$ cat config.mk
export PLATFORM = sky130hd
export DESIGN_NAME = http_header_allowlist_filter_flat
export DESIGN_NICKNAME = d
export VERILOG_FILES = /design/src/hdl/hhaf_pkg.sv /design/src/hdl/hhaf_channels.sv /design/src/hdl/hhaf_front.sv /design/src/hdl/hhaf_queue.sv /design/src/hdl/hhaf_back.sv /design/src/hdl/http_header_allowlist_filter.sv /design/src/flat_wrapper.sv
export SDC_FILE = /design/constraint.sdc
export NUM_CORES = 1
export LEC_CHECK = 0
export BUFFER_PORTS_ARGS = -buffer_cell sky130_fd_sc_hd__buf_2
export CAP_MARGIN = 30
export CORE_MARGIN = 10
export CORE_UTILIZATION = 30
export DETAILED_ROUTE_END_ITERATION = 8
export PLACE_DENSITY = 0.44
export SETUP_SLACK_MARGIN = 0.1
export SLEW_MARGIN = 15
export SYNTH_ARGS = -nofsm -noshare
export SYNTH_HDL_FRONTEND = slang
export SYNTH_SLANG_ARGS = --single-unit
$ cat constraint.sdc
create_clock -name clock -period 15.7 [get_ports clock]
set_clock_uncertainty 0.1 [all_clocks]
set_input_delay 1.57 -clock clock [delete_from_list [all_inputs] [get_ports clock]]
set_output_delay 1.57 -clock clock [all_outputs]
set_load 0.01 [all_outputs]
$ cat src/hdl/hhaf_pkg.sv
// package: shared types, constants and name table of the header allowlist filter
`default_nettype none
package hhaf_pkg;

   localparam int HOLD_DEPTH_DEFAULT = 16;
   localparam int HOLD_DEPTH_MAX     = 64;
   localparam int NAME_COUNT_DEFAULT = 5;
   localparam int QUEUE_DEPTH_DEFAULT = 4;

   // widths of the command word counts and of the sequencer index, sized for the largest hold buffer
   localparam int CNT_W = $clog2(HOLD_DEPTH_MAX + 1);
   localparam int IDX_W = $clog2(HOLD_DEPTH_MAX + 3);

   localparam logic [7:0] CHAR_CR    = 8'h0D;
   localparam logic [7:0] CHAR_LF    = 8'h0A;
   localparam logic [7:0] CHAR_COLON = 8'h3A;

   localparam int NAME_TABLE_COUNT = 5;
   localparam int NAME_MAX_LEN     = 14;

   localparam logic [8*NAME_MAX_LEN-1:0] NAME_STR [NAME_TABLE_COUNT] = '{
      "Host", "User-Agent", "Accept", "Content-Type", "Content-Length"
   };
   localparam int NAME_LEN [NAME_TABLE_COUNT] = '{4, 10, 6, 12, 14};

   typedef enum logic [2:0] {
      PH_REQLINE,
      PH_NAME,
      PH_KEEP,
      PH_DROP,
      PH_BLANKCR,
      PH_BODY
   } phase_type;

   // one queued command: flush held bytes, then up to two direct bytes, or write one held byte
   typedef struct packed {
      logic [CNT_W-1:0] flush_cnt;
      logic [CNT_W-1:0] hold_addr;
      logic             hold_we;
      logic [1:0]       d_cnt;
      logic [7:0]       d0;
      logic [7:0]       d1;
      logic             d_valid;
      logic             last;
      logic             malformed;
   } cmd_type;

   typedef struct packed {
      logic full;
      logic empty;
   } queue_status_type;

   function automatic int name_len(input int i);
      int len;
      len = 0;
      if (i < NAME_TABLE_COUNT) begin
         len = NAME_LEN[i];
      end
      return len;
   endfunction

   // character p of name i, counted from the start of the name
   function automatic logic [7:0] name_char(input int i, input int p);
      logic [7:0] c;
      int len;
      c   = 8'h00;
      len = name_len(i);
      if (p < len) begin
         c = 8'(NAME_STR[i] >> (8 * (len - 1 - p)));
      end
      return c;
   endfunction

endpackage
`default_nettype wire

$ cat src/hdl/hhaf_channels.sv
// interfaces: request byte channel and filtered result channel
`default_nettype none
interface hhaf_req_if;
   logic       valid;
   logic       ready;
   logic [7:0] in_byte;
   logic       in_last;

   modport source (output valid, in_byte, in_last, input ready);
   modport sink (input valid, in_byte, in_last, output ready);
endinterface

interface hhaf_rsp_if;
   logic       valid;
   logic       ready;
   logic [7:0] out_byte;
   logic       byte_valid;
   logic       run_last;
   logic       request_end;
   logic       malformed;

   modport source (output valid, out_byte, byte_valid, run_last, request_end, malformed,
                   input ready);
   modport sink (input valid, out_byte, byte_valid, run_last, request_end, malformed,
                 output ready);
endinterface
`default_nettype wire

$ cat src/hdl/hhaf_front.sv
// front end: line parser and name matcher, turns each request byte into at most one command
`default_nettype none
module hhaf_front #(
   parameter int HOLD_DEPTH = hhaf_pkg::HOLD_DEPTH_DEFAULT,
   parameter int NAME_COUNT = hhaf_pkg::NAME_COUNT_DEFAULT
) (
   input  wire logic                      clock,
   input  wire logic                      reset,
   hhaf_req_if.sink                       req,
   input  wire hhaf_pkg::queue_status_type qstat,
   output logic                           push,
   output hhaf_pkg::cmd_type              push_cmd
);
   import hhaf_pkg::*;

   localparam int PW = $clog2(HOLD_DEPTH + 1);

   phase_type             phase_ff, phase_in;
   logic [NAME_COUNT-1:0] mask_ff, mask_in;
   logic [PW-1:0]         pos_ff, pos_in;
   logic                  cr_ff, cr_in;

   logic [NAME_COUNT-1:0] keep;
   logic                  matched;
   logic                  accept;
   logic [7:0]            b;
   logic                  eol;

   assign req.ready = !qstat.full;
   assign accept    = req.valid && req.ready;
   assign b         = req.in_byte;
   assign eol       = cr_ff && (b == CHAR_LF);

   // compare the byte against every name still in the running
   always_comb begin
      keep    = '0;
      matched = 1'b0;
      for (int i = 0; i < NAME_COUNT; i++) begin
         if (mask_ff[i] && (i < NAME_TABLE_COUNT)) begin
            if (int'(pos_ff) < name_len(i)) begin
               if (name_char(i, int'(pos_ff)) == b) begin
                  keep[i] = 1'b1;
               end
            end else if ((int'(pos_ff) == name_len(i)) && (b == CHAR_COLON)) begin
               matched = 1'b1;
            end
         end
      end
   end

   always_ff @(posedge clock) begin
      if (reset) begin
         phase_ff <= PH_REQLINE;
         mask_ff  <= '1;
         pos_ff   <= '0;
         cr_ff    <= 1'b0;
      end else if (accept) begin
         phase_ff <= phase_in;
         mask_ff  <= mask_in;
         pos_ff   <= pos_in;
         cr_ff    <= cr_in;
      end
   end

   always_comb begin
      phase_in = phase_ff;
      mask_in  = mask_ff;
      pos_in   = pos_ff;
      cr_in    = cr_ff;
      push_cmd = '0;
      push_cmd.d_valid = 1'b1;

      case (phase_ff)
         PH_REQLINE, PH_KEEP: begin
            push_cmd.d_cnt = 2'd1;
            push_cmd.d0    = b;
            if (eol) begin
               phase_in = PH_NAME;
               mask_in  = '1;
               pos_in   = '0;
               cr_in    = 1'b0;
            end else begin
               cr_in = (b == CHAR_CR);
            end
         end
         PH_DROP: begin
            if (eol) begin
               phase_in = PH_NAME;
               mask_in  = '1;
               pos_in   = '0;
               cr_in    = 1'b0;
            end else begin
               cr_in = (b == CHAR_CR);
            end
         end
         PH_BLANKCR: begin
            if (b == CHAR_LF) begin
               push_cmd.d_cnt = 2'd2;
               push_cmd.d0    = CHAR_CR;
               push_cmd.d1    = CHAR_LF;
               phase_in       = PH_BODY;
               cr_in          = 1'b0;
            end else begin
               phase_in = PH_DROP;
               cr_in    = (b == CHAR_CR);
            end
         end
         PH_NAME: begin
            if ((pos_ff == '0) && (b == CHAR_CR)) begin
               phase_in = PH_BLANKCR;
            end else if (matched) begin
               push_cmd.flush_cnt = CNT_W'(pos_ff);
               push_cmd.d_cnt     = 2'd1;
               push_cmd.d0        = b;
               phase_in           = PH_KEEP;
               cr_in              = 1'b0;
            end else if ((keep == '0) || (pos_ff >= PW'(HOLD_DEPTH))) begin
               phase_in = PH_DROP;
               cr_in    = (b == CHAR_CR);
            end else begin
               push_cmd.hold_we   = 1'b1;
               push_cmd.hold_addr = CNT_W'(pos_ff);
               push_cmd.d0        = b;
               pos_in             = pos_ff + PW'(1);
               mask_in            = keep;
            end
         end
         default: begin
            push_cmd.d_cnt = 2'd1;
            push_cmd.d0    = b;
            phase_in       = PH_BODY;
         end
      endcase

      if (req.in_last) begin
         push_cmd.last      = 1'b1;
         push_cmd.malformed = (phase_in == PH_REQLINE);
         // an unfinished name goes out raw: held bytes, then this byte
         if ((phase_in == PH_NAME) && push_cmd.hold_we) begin
            push_cmd.hold_we   = 1'b0;
            push_cmd.flush_cnt = CNT_W'(pos_ff);
            push_cmd.d_cnt     = 2'd1;
            push_cmd.d0        = b;
         end else if (phase_in == PH_BLANKCR) begin
            push_cmd.d_cnt = 2'd1;
            push_cmd.d0    = CHAR_CR;
         end
         if ((push_cmd.flush_cnt == '0) && (push_cmd.d_cnt == 2'd0)) begin
            // end-only marker
            push_cmd.d_cnt   = 2'd1;
            push_cmd.d0      = 8'h00;
            push_cmd.d_valid = 1'b0;
         end
         phase_in = PH_REQLINE;
         mask_in  = '1;
         pos_in   = '0;
         cr_in    = 1'b0;
      end
   end

   assign push = accept && ((push_cmd.d_cnt != 2'd0) || (push_cmd.flush_cnt != '0)
                            || push_cmd.hold_we);

`ifndef SYNTHESIS
   a_last_restarts: assert property (@(posedge clock) disable iff (reset)
      (accept && req.in_last) |=> (phase_ff == PH_REQLINE && pos_ff == '0 && !cr_ff))
      else $error("request end did not restart the parser");
   // the name count stays put on a kept or dropped line until the next line starts
   a_pos_only_in_name: assert property (@(posedge clock) disable iff (reset)
      (pos_ff != '0) |-> ((phase_ff != PH_REQLINE) && (phase_ff != PH_BLANKCR)
                          && (phase_ff != PH_BODY)))
      else $error("held name count outside a header line");
   a_pos_bound: assert property (@(posedge clock) disable iff (reset)
      pos_ff <= PW'(HOLD_DEPTH))
      else $error("held name count beyond hold buffer");
`endif
endmodule
`default_nettype wire

$ cat src/hdl/hhaf_queue.sv
// command queue between the parser and the output sequencer
`default_nettype none
module hhaf_queue #(
   parameter int DEPTH = hhaf_pkg::QUEUE_DEPTH_DEFAULT
) (
   input  wire logic                       clock,
   input  wire logic                       reset,
   input  wire logic                       push,
   input  wire hhaf_pkg::cmd_type          push_cmd,
   input  wire logic                       pop,
   output hhaf_pkg::cmd_type               head_cmd,
   output hhaf_pkg::queue_status_type      qstat
);
   import hhaf_pkg::*;

   localparam int AW = (DEPTH > 1) ? $clog2(DEPTH) : 1;
   localparam int CW = $clog2(DEPTH + 1);

   cmd_type       entries_ff [DEPTH];
   logic [AW-1:0] wr_ptr_ff, rd_ptr_ff;
   logic [CW-1:0] count_ff;

   assign qstat.full  = (count_ff == CW'(DEPTH));
   assign qstat.empty = (count_ff == '0);
   assign head_cmd    = entries_ff[rd_ptr_ff];

   always_ff @(posedge clock) begin
      if (push) begin
         entries_ff[wr_ptr_ff] <= push_cmd;
      end
   end

   always_ff @(posedge clock) begin
      if (reset) begin
         wr_ptr_ff <= '0;
         rd_ptr_ff <= '0;
         count_ff  <= '0;
      end else begin
         if (push) begin
            wr_ptr_ff <= (wr_ptr_ff == AW'(DEPTH - 1)) ? '0 : wr_ptr_ff + AW'(1);
         end
         if (pop) begin
            rd_ptr_ff <= (rd_ptr_ff == AW'(DEPTH - 1)) ? '0 : rd_ptr_ff + AW'(1);
         end
         if (push && !pop) begin
            count_ff <= count_ff + CW'(1);
         end else if (pop && !push) begin
            count_ff <= count_ff - CW'(1);
         end
      end
   end

`ifndef SYNTHESIS
   a_no_overflow: assert property (@(posedge clock) disable iff (reset)
      !(push && qstat.full && !pop))
      else $error("command queue overflow");
   a_no_underflow: assert property (@(posedge clock) disable iff (reset)
      !(pop && qstat.empty))
      else $error("command queue underflow");
`endif
endmodule
`default_nettype wire

$ cat src/hdl/hhaf_back.sv
// back end: hold buffer and output sequencer that plays out queued commands
`default_nettype none
module hhaf_back #(
   parameter int HOLD_DEPTH = hhaf_pkg::HOLD_DEPTH_DEFAULT
) (
   input  wire logic                       clock,
   input  wire logic                       reset,
   input  wire hhaf_pkg::cmd_type          head_cmd,
   input  wire hhaf_pkg::queue_status_type qstat,
   output logic                            pop,
   hhaf_rsp_if.source                      rsp
);
   import hhaf_pkg::*;

   localparam int AW = $clog2(HOLD_DEPTH);

   logic [7:0]       held_ff [HOLD_DEPTH];
   logic [IDX_W-1:0] idx_ff;

   logic             rsp_valid_ff;
   logic [7:0]       out_byte_ff;
   logic             byte_valid_ff;
   logic             run_last_ff;
   logic             request_end_ff;
   logic             malformed_ff;

   logic             head_valid;
   logic [IDX_W-1:0] total;
   logic             has_elem;
   logic             out_free;
   logic             emit;
   logic             final_elem;
   logic             is_flush;
   logic [7:0]       elem_byte;
   logic             elem_valid;

   assign head_valid = !qstat.empty;
   assign total      = IDX_W'(head_cmd.flush_cnt) + IDX_W'(head_cmd.d_cnt);
   assign has_elem   = (total != '0);
   assign out_free   = !rsp_valid_ff || rsp.ready;
   assign emit       = head_valid && has_elem && out_free;
   assign final_elem = (idx_ff == total - IDX_W'(1));
   // a command with nothing to send only writes the hold buffer
   assign pop        = head_valid && (!has_elem || (out_free && final_elem));

   always_comb begin
      is_flush   = (idx_ff < IDX_W'(head_cmd.flush_cnt));
      elem_byte  = (idx_ff == IDX_W'(head_cmd.flush_cnt)) ? head_cmd.d0 : head_cmd.d1;
      elem_valid = is_flush ? 1'b1 : head_cmd.d_valid;
   end

   always_ff @(posedge clock) begin
      if (pop && head_cmd.hold_we) begin
         held_ff[head_cmd.hold_addr[AW-1:0]] <= head_cmd.d0;
      end
   end

   always_ff @(posedge clock) begin
      if (reset) begin
         rsp_valid_ff <= 1'b0;
         idx_ff       <= '0;
      end else begin
         if (out_free) begin
            rsp_valid_ff <= emit;
         end
         if (emit) begin
            idx_ff <= final_elem ? '0 : idx_ff + IDX_W'(1);
         end
      end
   end

   always_ff @(posedge clock) begin
      if (emit) begin
         out_byte_ff    <= is_flush ? held_ff[idx_ff[AW-1:0]] : elem_byte;
         byte_valid_ff  <= elem_valid;
         run_last_ff    <= final_elem;
         request_end_ff <= final_elem && head_cmd.last;
         malformed_ff   <= final_elem && head_cmd.malformed;
      end
   end

   assign rsp.valid       = rsp_valid_ff;
   assign rsp.out_byte    = out_byte_ff;
   assign rsp.byte_valid  = byte_valid_ff;
   assign rsp.run_last    = run_last_ff;
   assign rsp.request_end = request_end_ff;
   assign rsp.malformed   = malformed_ff;

`ifndef SYNTHESIS
   a_end_is_run_last: assert property (@(posedge clock) disable iff (reset)
      (rsp_valid_ff && request_end_ff) |-> run_last_ff)
      else $error("request end not on the last result of its byte");
   a_idx_in_range: assert property (@(posedge clock) disable iff (reset)
      (head_valid && has_elem) |-> (idx_ff < total))
      else $error("sequencer index past end of command");
   a_idx_idle_zero: assert property (@(posedge clock) disable iff (reset)
      !head_valid |-> (idx_ff == '0))
      else $error("sequencer index left over with no command");
`endif
endmodule
`default_nettype wire

$ cat src/hdl/http_header_allowlist_filter.sv
// top level: http request header allowlist filter
//
// req_chan carries the client request one byte per request (in_byte), with
// in_last on the final byte. rsp_chan carries the filtered stream: out_byte
// with byte_valid, run_last on the last result caused by a request byte, and
// request_end plus malformed on the final result of the whole request.
// The parser takes one request per cycle while its command queue has room.
// Each request byte gives at most one command; the output sequencer sends
// one result at a time, so a byte that releases held header-name bytes
// sends each of them and then itself, and the parser runs ahead through
// the queue meanwhile. Dropped bytes send no results. A result passes
// through the queue entry, written when its request is taken, and then
// the output register before rsp_chan sees it.
// Reset clears the parser to the request line and empties the queue; the
// hold buffer needs no clearing. When rsp_chan stalls the output register
// holds its result, the sequencer waits, and req_chan.ready drops once the
// queue is full.
`default_nettype none
module http_header_allowlist_filter #(
   parameter int HOLD_DEPTH  = hhaf_pkg::HOLD_DEPTH_DEFAULT,
   parameter int NAME_COUNT  = hhaf_pkg::NAME_COUNT_DEFAULT,
   parameter int QUEUE_DEPTH = hhaf_pkg::QUEUE_DEPTH_DEFAULT
) (
   input  wire logic  clock,
   input  wire logic  reset,
   hhaf_req_if.sink   req_chan,
   hhaf_rsp_if.source rsp_chan
);
   import hhaf_pkg::*;

   logic             push;
   logic             pop;
   cmd_type          push_cmd;
   cmd_type          head_cmd;
   queue_status_type qstat;

   hhaf_front #(
      .HOLD_DEPTH (HOLD_DEPTH),
      .NAME_COUNT (NAME_COUNT)
   ) u_front (
      .clock    (clock),
      .reset    (reset),
      .req      (req_chan),
      .qstat    (qstat),
      .push     (push),
      .push_cmd (push_cmd)
   );

   hhaf_queue #(
      .DEPTH (QUEUE_DEPTH)
   ) u_queue (
      .clock    (clock),
      .reset    (reset),
      .push     (push),
      .push_cmd (push_cmd),
      .pop      (pop),
      .head_cmd (head_cmd),
      .qstat    (qstat)
   );

   hhaf_back #(
      .HOLD_DEPTH (HOLD_DEPTH)
   ) u_back (
      .clock    (clock),
      .reset    (reset),
      .head_cmd (head_cmd),
      .qstat    (qstat),
      .pop      (pop),
      .rsp      (rsp_chan)
   );
endmodule
`default_nettype wire
$ cat src/flat_wrapper.sv
// flat-port wrapper written by rule: the top's interface ports become plain ports
module http_header_allowlist_filter_flat import hhaf_pkg::*;
#(
   parameter int HOLD_DEPTH  = hhaf_pkg::HOLD_DEPTH_DEFAULT,
   parameter int NAME_COUNT  = hhaf_pkg::NAME_COUNT_DEFAULT,
   parameter int QUEUE_DEPTH = hhaf_pkg::QUEUE_DEPTH_DEFAULT
)
  (clock, reset, req_chan_valid, req_chan_in_byte, req_chan_in_last, req_chan_ready, rsp_chan_valid, rsp_chan_out_byte, rsp_chan_byte_valid, rsp_chan_run_last, rsp_chan_request_end, rsp_chan_malformed, rsp_chan_ready);
  hhaf_req_if req_chan_i ();
  hhaf_rsp_if rsp_chan_i ();
  input  wire logic clock;
  input  wire logic reset;
  input wire logic [$bits(req_chan_i.valid)-1:0] req_chan_valid;
  input wire logic [$bits(req_chan_i.in_byte)-1:0] req_chan_in_byte;
  input wire logic [$bits(req_chan_i.in_last)-1:0] req_chan_in_last;
  output wire logic [$bits(req_chan_i.ready)-1:0] req_chan_ready;
  output wire logic [$bits(rsp_chan_i.valid)-1:0] rsp_chan_valid;
  output wire logic [$bits(rsp_chan_i.out_byte)-1:0] rsp_chan_out_byte;
  output wire logic [$bits(rsp_chan_i.byte_valid)-1:0] rsp_chan_byte_valid;
  output wire logic [$bits(rsp_chan_i.run_last)-1:0] rsp_chan_run_last;
  output wire logic [$bits(rsp_chan_i.request_end)-1:0] rsp_chan_request_end;
  output wire logic [$bits(rsp_chan_i.malformed)-1:0] rsp_chan_malformed;
  input wire logic [$bits(rsp_chan_i.ready)-1:0] rsp_chan_ready;
  assign req_chan_i.valid = req_chan_valid;
  assign req_chan_i.in_byte = req_chan_in_byte;
  assign req_chan_i.in_last = req_chan_in_last;
  assign req_chan_ready = req_chan_i.ready;
  assign rsp_chan_valid = rsp_chan_i.valid;
  assign rsp_chan_out_byte = rsp_chan_i.out_byte;
  assign rsp_chan_byte_valid = rsp_chan_i.byte_valid;
  assign rsp_chan_run_last = rsp_chan_i.run_last;
  assign rsp_chan_request_end = rsp_chan_i.request_end;
  assign rsp_chan_malformed = rsp_chan_i.malformed;
  assign rsp_chan_i.ready = rsp_chan_ready;
  http_header_allowlist_filter #(.HOLD_DEPTH(HOLD_DEPTH), .NAME_COUNT(NAME_COUNT), .QUEUE_DEPTH(QUEUE_DEPTH)) u_core (.clock(clock), .reset(reset), .req_chan(req_chan_i), .rsp_chan(rsp_chan_i));
endmodule
==> results.cfg <==
[run_status]
status = completed

[critical_path]
reg2reg_from = u_core.u_front.pos_ff[2]
crit_path_end_kind = flop
worst-path-max-fanout = 22
r2r_setup_slack_ns = 10.11
reg2reg_to = u_core.u_queue.count_ff[2]
critical_path_arrival_ns = 5.98
ff2ff_path_depth = 18
cpMaxStageDelayCell = dfxtp_1
path_common_cell = ha_1
crit_chain = inv_1, ha_1, a21o_1, ha_1, or4b_4, a221oi_4, o21ai_2, a2111oi_2, and3_1, a32o_4, o21ai_2, a21oi_4, ha_1, inv_1, fa_1, xor2_1, or3_1, a21oi_1
worstSetupPathType = reg -> reg
cpPeakStageDelay_ns = 0.87
crit_required_ns = 16.08
startpoint_type = flop

[sta]
fin_crit_ns = 5.59
fmax_mhz = 179
rsz0062_at_grt = false
worst-slew-pin-transition_ns = 0.968
hold_viol_final = 0
maxSlewViolCount = 0
finalSetupTns_ns = 0
finalSetupViolCount = 0
period_share = 0.356
slew_headroom = 0.350

[place]
placed_cells = 1571
port-buffer-count = 26
place_congestion = 0.804
hpwlAfterDp_um = 23200

[floorplan]
start_util = 0.304
pin_count = 27
die_w_um = 232
dieArea_mm2 = 0.0536
die_h_um = 232
placementRows = 77
core_mm2 = 0.0442

[synthesis]
yosys.area_share.adder = 0.0337
synth_edf_count = 236
netlist_area_mm2 = 0.0134
synth_flop_cell = edfxtp_1
yosys.area_share.xor_xnor = 0.0196
synth_async_sr_flop_share = 0
synthCells = 982
synth.distinct_cells = 96
syn_area_per_cell_um2 = 13.7
seq_area_frac_synth = 0.580
yosysWarnings = 0
synth_top_family_by_area = simple AND/OR/NAND/NOR gates
synth_compound_gate_area_share = 0.0938
yosys_register_bits = 271
muxShareOfSynthArea = 0.117
yosys.area_share.simple = 0.130

[min_path]
hp-start = u_core.u_queue.rd_ptr_ff[1]
worst_hold_path.endpoint = u_core.u_queue.rd_ptr_ff[1]
holdPathStages = 2
hold_path_class = reg -> reg

[power_and_ir_drop]
pwr-share-comb = 0.239
sequentialPowerShare = 0.452
power_leakage_uw = 0.00501
ir_drop_v = 0.0000780
swShare = 0.297
power.density_mw_per_mm2 = 131
power_switching_uw = 587
clkPwrFrac = 0.309
internal_power_uw = 1390

[drt]
dr.pass1.iters = 5
drt_iter0_drc = 813
drt_drc_violations_left = 0
wire_per_inst_um = 21.7
wirelength_um = 35200
num_vias = 8482
avgViaCountPerCell = 5.23
postRouteAntennaNets = 0

[flow_run]
cap_violations = 0

[cells_and_area]
areaGrowthSynthToFinish_pct = 12.7
drive_gt1_frac = 0.191
fin_cells = 1623
num-nets-final = 1057

[grt]
grt_use_met3 = 0.0175
grt-ovfl-total = 0
grt_antenna_before_repair = 1
grt_usage = 0.130
met2_usage = 0.210
grt_pass1_vias = 8534
grt_max_degree = 49
grt_pass1_wl_um = 54200
grt_use_met1 = 0.181
grt-busiest-layer = met2

[cts]
cts_buffers = 28
clkSinkCount = 271
clkSlewWorstSetupHoldPaths_ns = 0.06
h-tree-depth = 1
postCtsResizedCells = 0
clk_latency_ns = 0.55
cts_tree = built
root_buffer = clkbuf_16
cts.hold.buffers_added = 0
post_cts_buffers = 0
clockBufferDepth = 3
==> flip-flops by register name (all words and copies together) (netlist names), 2 cells and up, named ones only <==
name	count
u_core.u_back.held_ff	128
u_core.u_queue.wr_ptr_ff	2
u_core.u_front.phase_ff	3
u_core.u_queue.entries_ff	96
u_core.u_front.pos_ff	5
u_core.u_queue.count_ff	3
u_core.u_queue.rd_ptr_ff	2
u_core.u_front.mask_ff	5
u_core.u_back.rsp.out_byte	8
u_core.u_back.idx_ff	7
==> worst max-delay path by stage <==
stage,start,end,slack [ns],depth (start not counted)
floorplan,flop,u_core.u_back.held_ff[0][0],10.02,15
global placement,flop,u_core.u_queue.count_ff[2],10.36,20
detailed placement,u_core.u_front.pos_ff[2],u_core.u_queue.count_ff[2],10.14,18
CTS,u_core.u_front.pos_ff[2],u_core.u_queue.count_ff[2],10.13,18
global route,u_core.u_front.pos_ff[2],u_core.u_queue.count_ff[2],9.79,18
finish,u_core.u_front.pos_ff[2],u_core.u_queue.count_ff[2],10.11,18
==> worst max-delay path, delay by kind of cell, from the launching register on <==
kind | cells | cell delay, ns
flip-flops | 1 | 0.87
XOR/XNOR | 1 | 0.18
AO/OA/AOI/OAI | 8 | 1.67
adder cells (fa/ha/maj) | 4 | 1.26
buffers and inverters | 2 | 0.37
AND/OR/NAND/NOR | 3 | 1.08
==> synthesized netlist by cell type, types with 11 or more instances <==
library cell / number / area share
a21oi_1: 29 / 0.011
and2_1: 11 / 0.0051
and3_1: 22 / 0.010
clkbuf_1: 33 / 0.0092
dfxtp_1: 35 / 0.052
edfxtp_1: 236 / 0.53
ha_1: 33 / 0.031
inv_1: 26 / 0.0073
mux4_2: 64 / 0.11
nand2_1: 60 / 0.017
nand2b_1: 12 / 0.0056
nand3_1: 30 / 0.011
nand4_1: 16 / 0.0075
nor2_1: 62 / 0.017
nor2b_1: 18 / 0.0084
nor3_1: 30 / 0.011
o21ai_0: 26 / 0.0097
xnor2_1: 18 / 0.012
xor2_1: 12 / 0.0078
==> stage by stage <==
stage / hold slack, ns / area [um^2] / util / total power [uW] / worst slack [ns]
detailed placement: 0.383 / 14300 / 0.323 / 1390 / 10.14
CTS: 0.397 / 15100 / 0.342 / 2010 / 10.13
global placement: 0.371 / 14300 / 0.323 / 1390 / 10.36
global route: 0.424 / 15100 / 0.342 / 2080 / 9.79
floorplan: 0.350 / 13400 / - / 1230 / 10.02
finish: 0.395 / 15100 / 0.342 / 1980 / 10.11
==> layout make-up <==
| type | instances | area (um^2) |
|---|---|---|
| repair buffers | 48 | 295 |
| well taps | 592 | 741 |
| clock inverters | 15 | 87.6 |
| multi-input cells | 632 | 5360 |
| clock buffers | 36 | 751 |
| diodes | 1 | 2.50 |
| inverters | 28 | 105 |
| flip-flops and latches | 271 | 7790 |
| fillers | 4329 | 29100 |
==> cells in the final DEF (no fill, tap or decap), drive strengths merged, types with 5 or more instances in the layout <==
master / count
xor2: 12
nor2b: 18
nor4b: 10
dfxtp: 35
nand3: 30
or2: 8
nand2b: 12
clkbuf: 36
o211ai: 10
o21ai: 32
or3: 6
xnor2: 18
a211oi: 5
inv: 28
a221oi: 5
o41ai: 5
nand4: 16
clkinv: 14
nand2: 60
buf: 48
nor3b: 10
a21oi: 31
a21o: 8
and2: 11
a31oi: 7
nor2: 65
mux2i: 8
edfxtp: 236
ha: 33
nor3: 31
and3: 22
mux4: 64
nor4: 5
==> layer usage <==
layer  part of all wire  wire length, um
met5            0.00031               11
met4              0.019              670
met3              0.042             1460
met2               0.47            16500
met1               0.47            16600
==> power groups by stage <==
stage | Clock [uW] | Combinational (uW) | Sequential [uW]
after floorplan | 0 | 316 | 914
after global placement | 0 | 485 | 909
after detailed placement | 0 | 485 | 910
after CTS | 630 | 485 | 895
after global routing | 658 | 523 | 899
final | 611 | 473 | 894
==> kinds of logic after synthesis <==
family                   count (synthesis)
AO/OA/AOI/OAI                          164
XOR/XNOR                                30
adder cells (fa/ha/maj)                 35
buffers and inverters                   82
flip-flops                             271
multiplexers                            76
other                                    1
AND/OR/NAND/NOR                        323
Note: power is estimated with default switching activity, not from simulation.
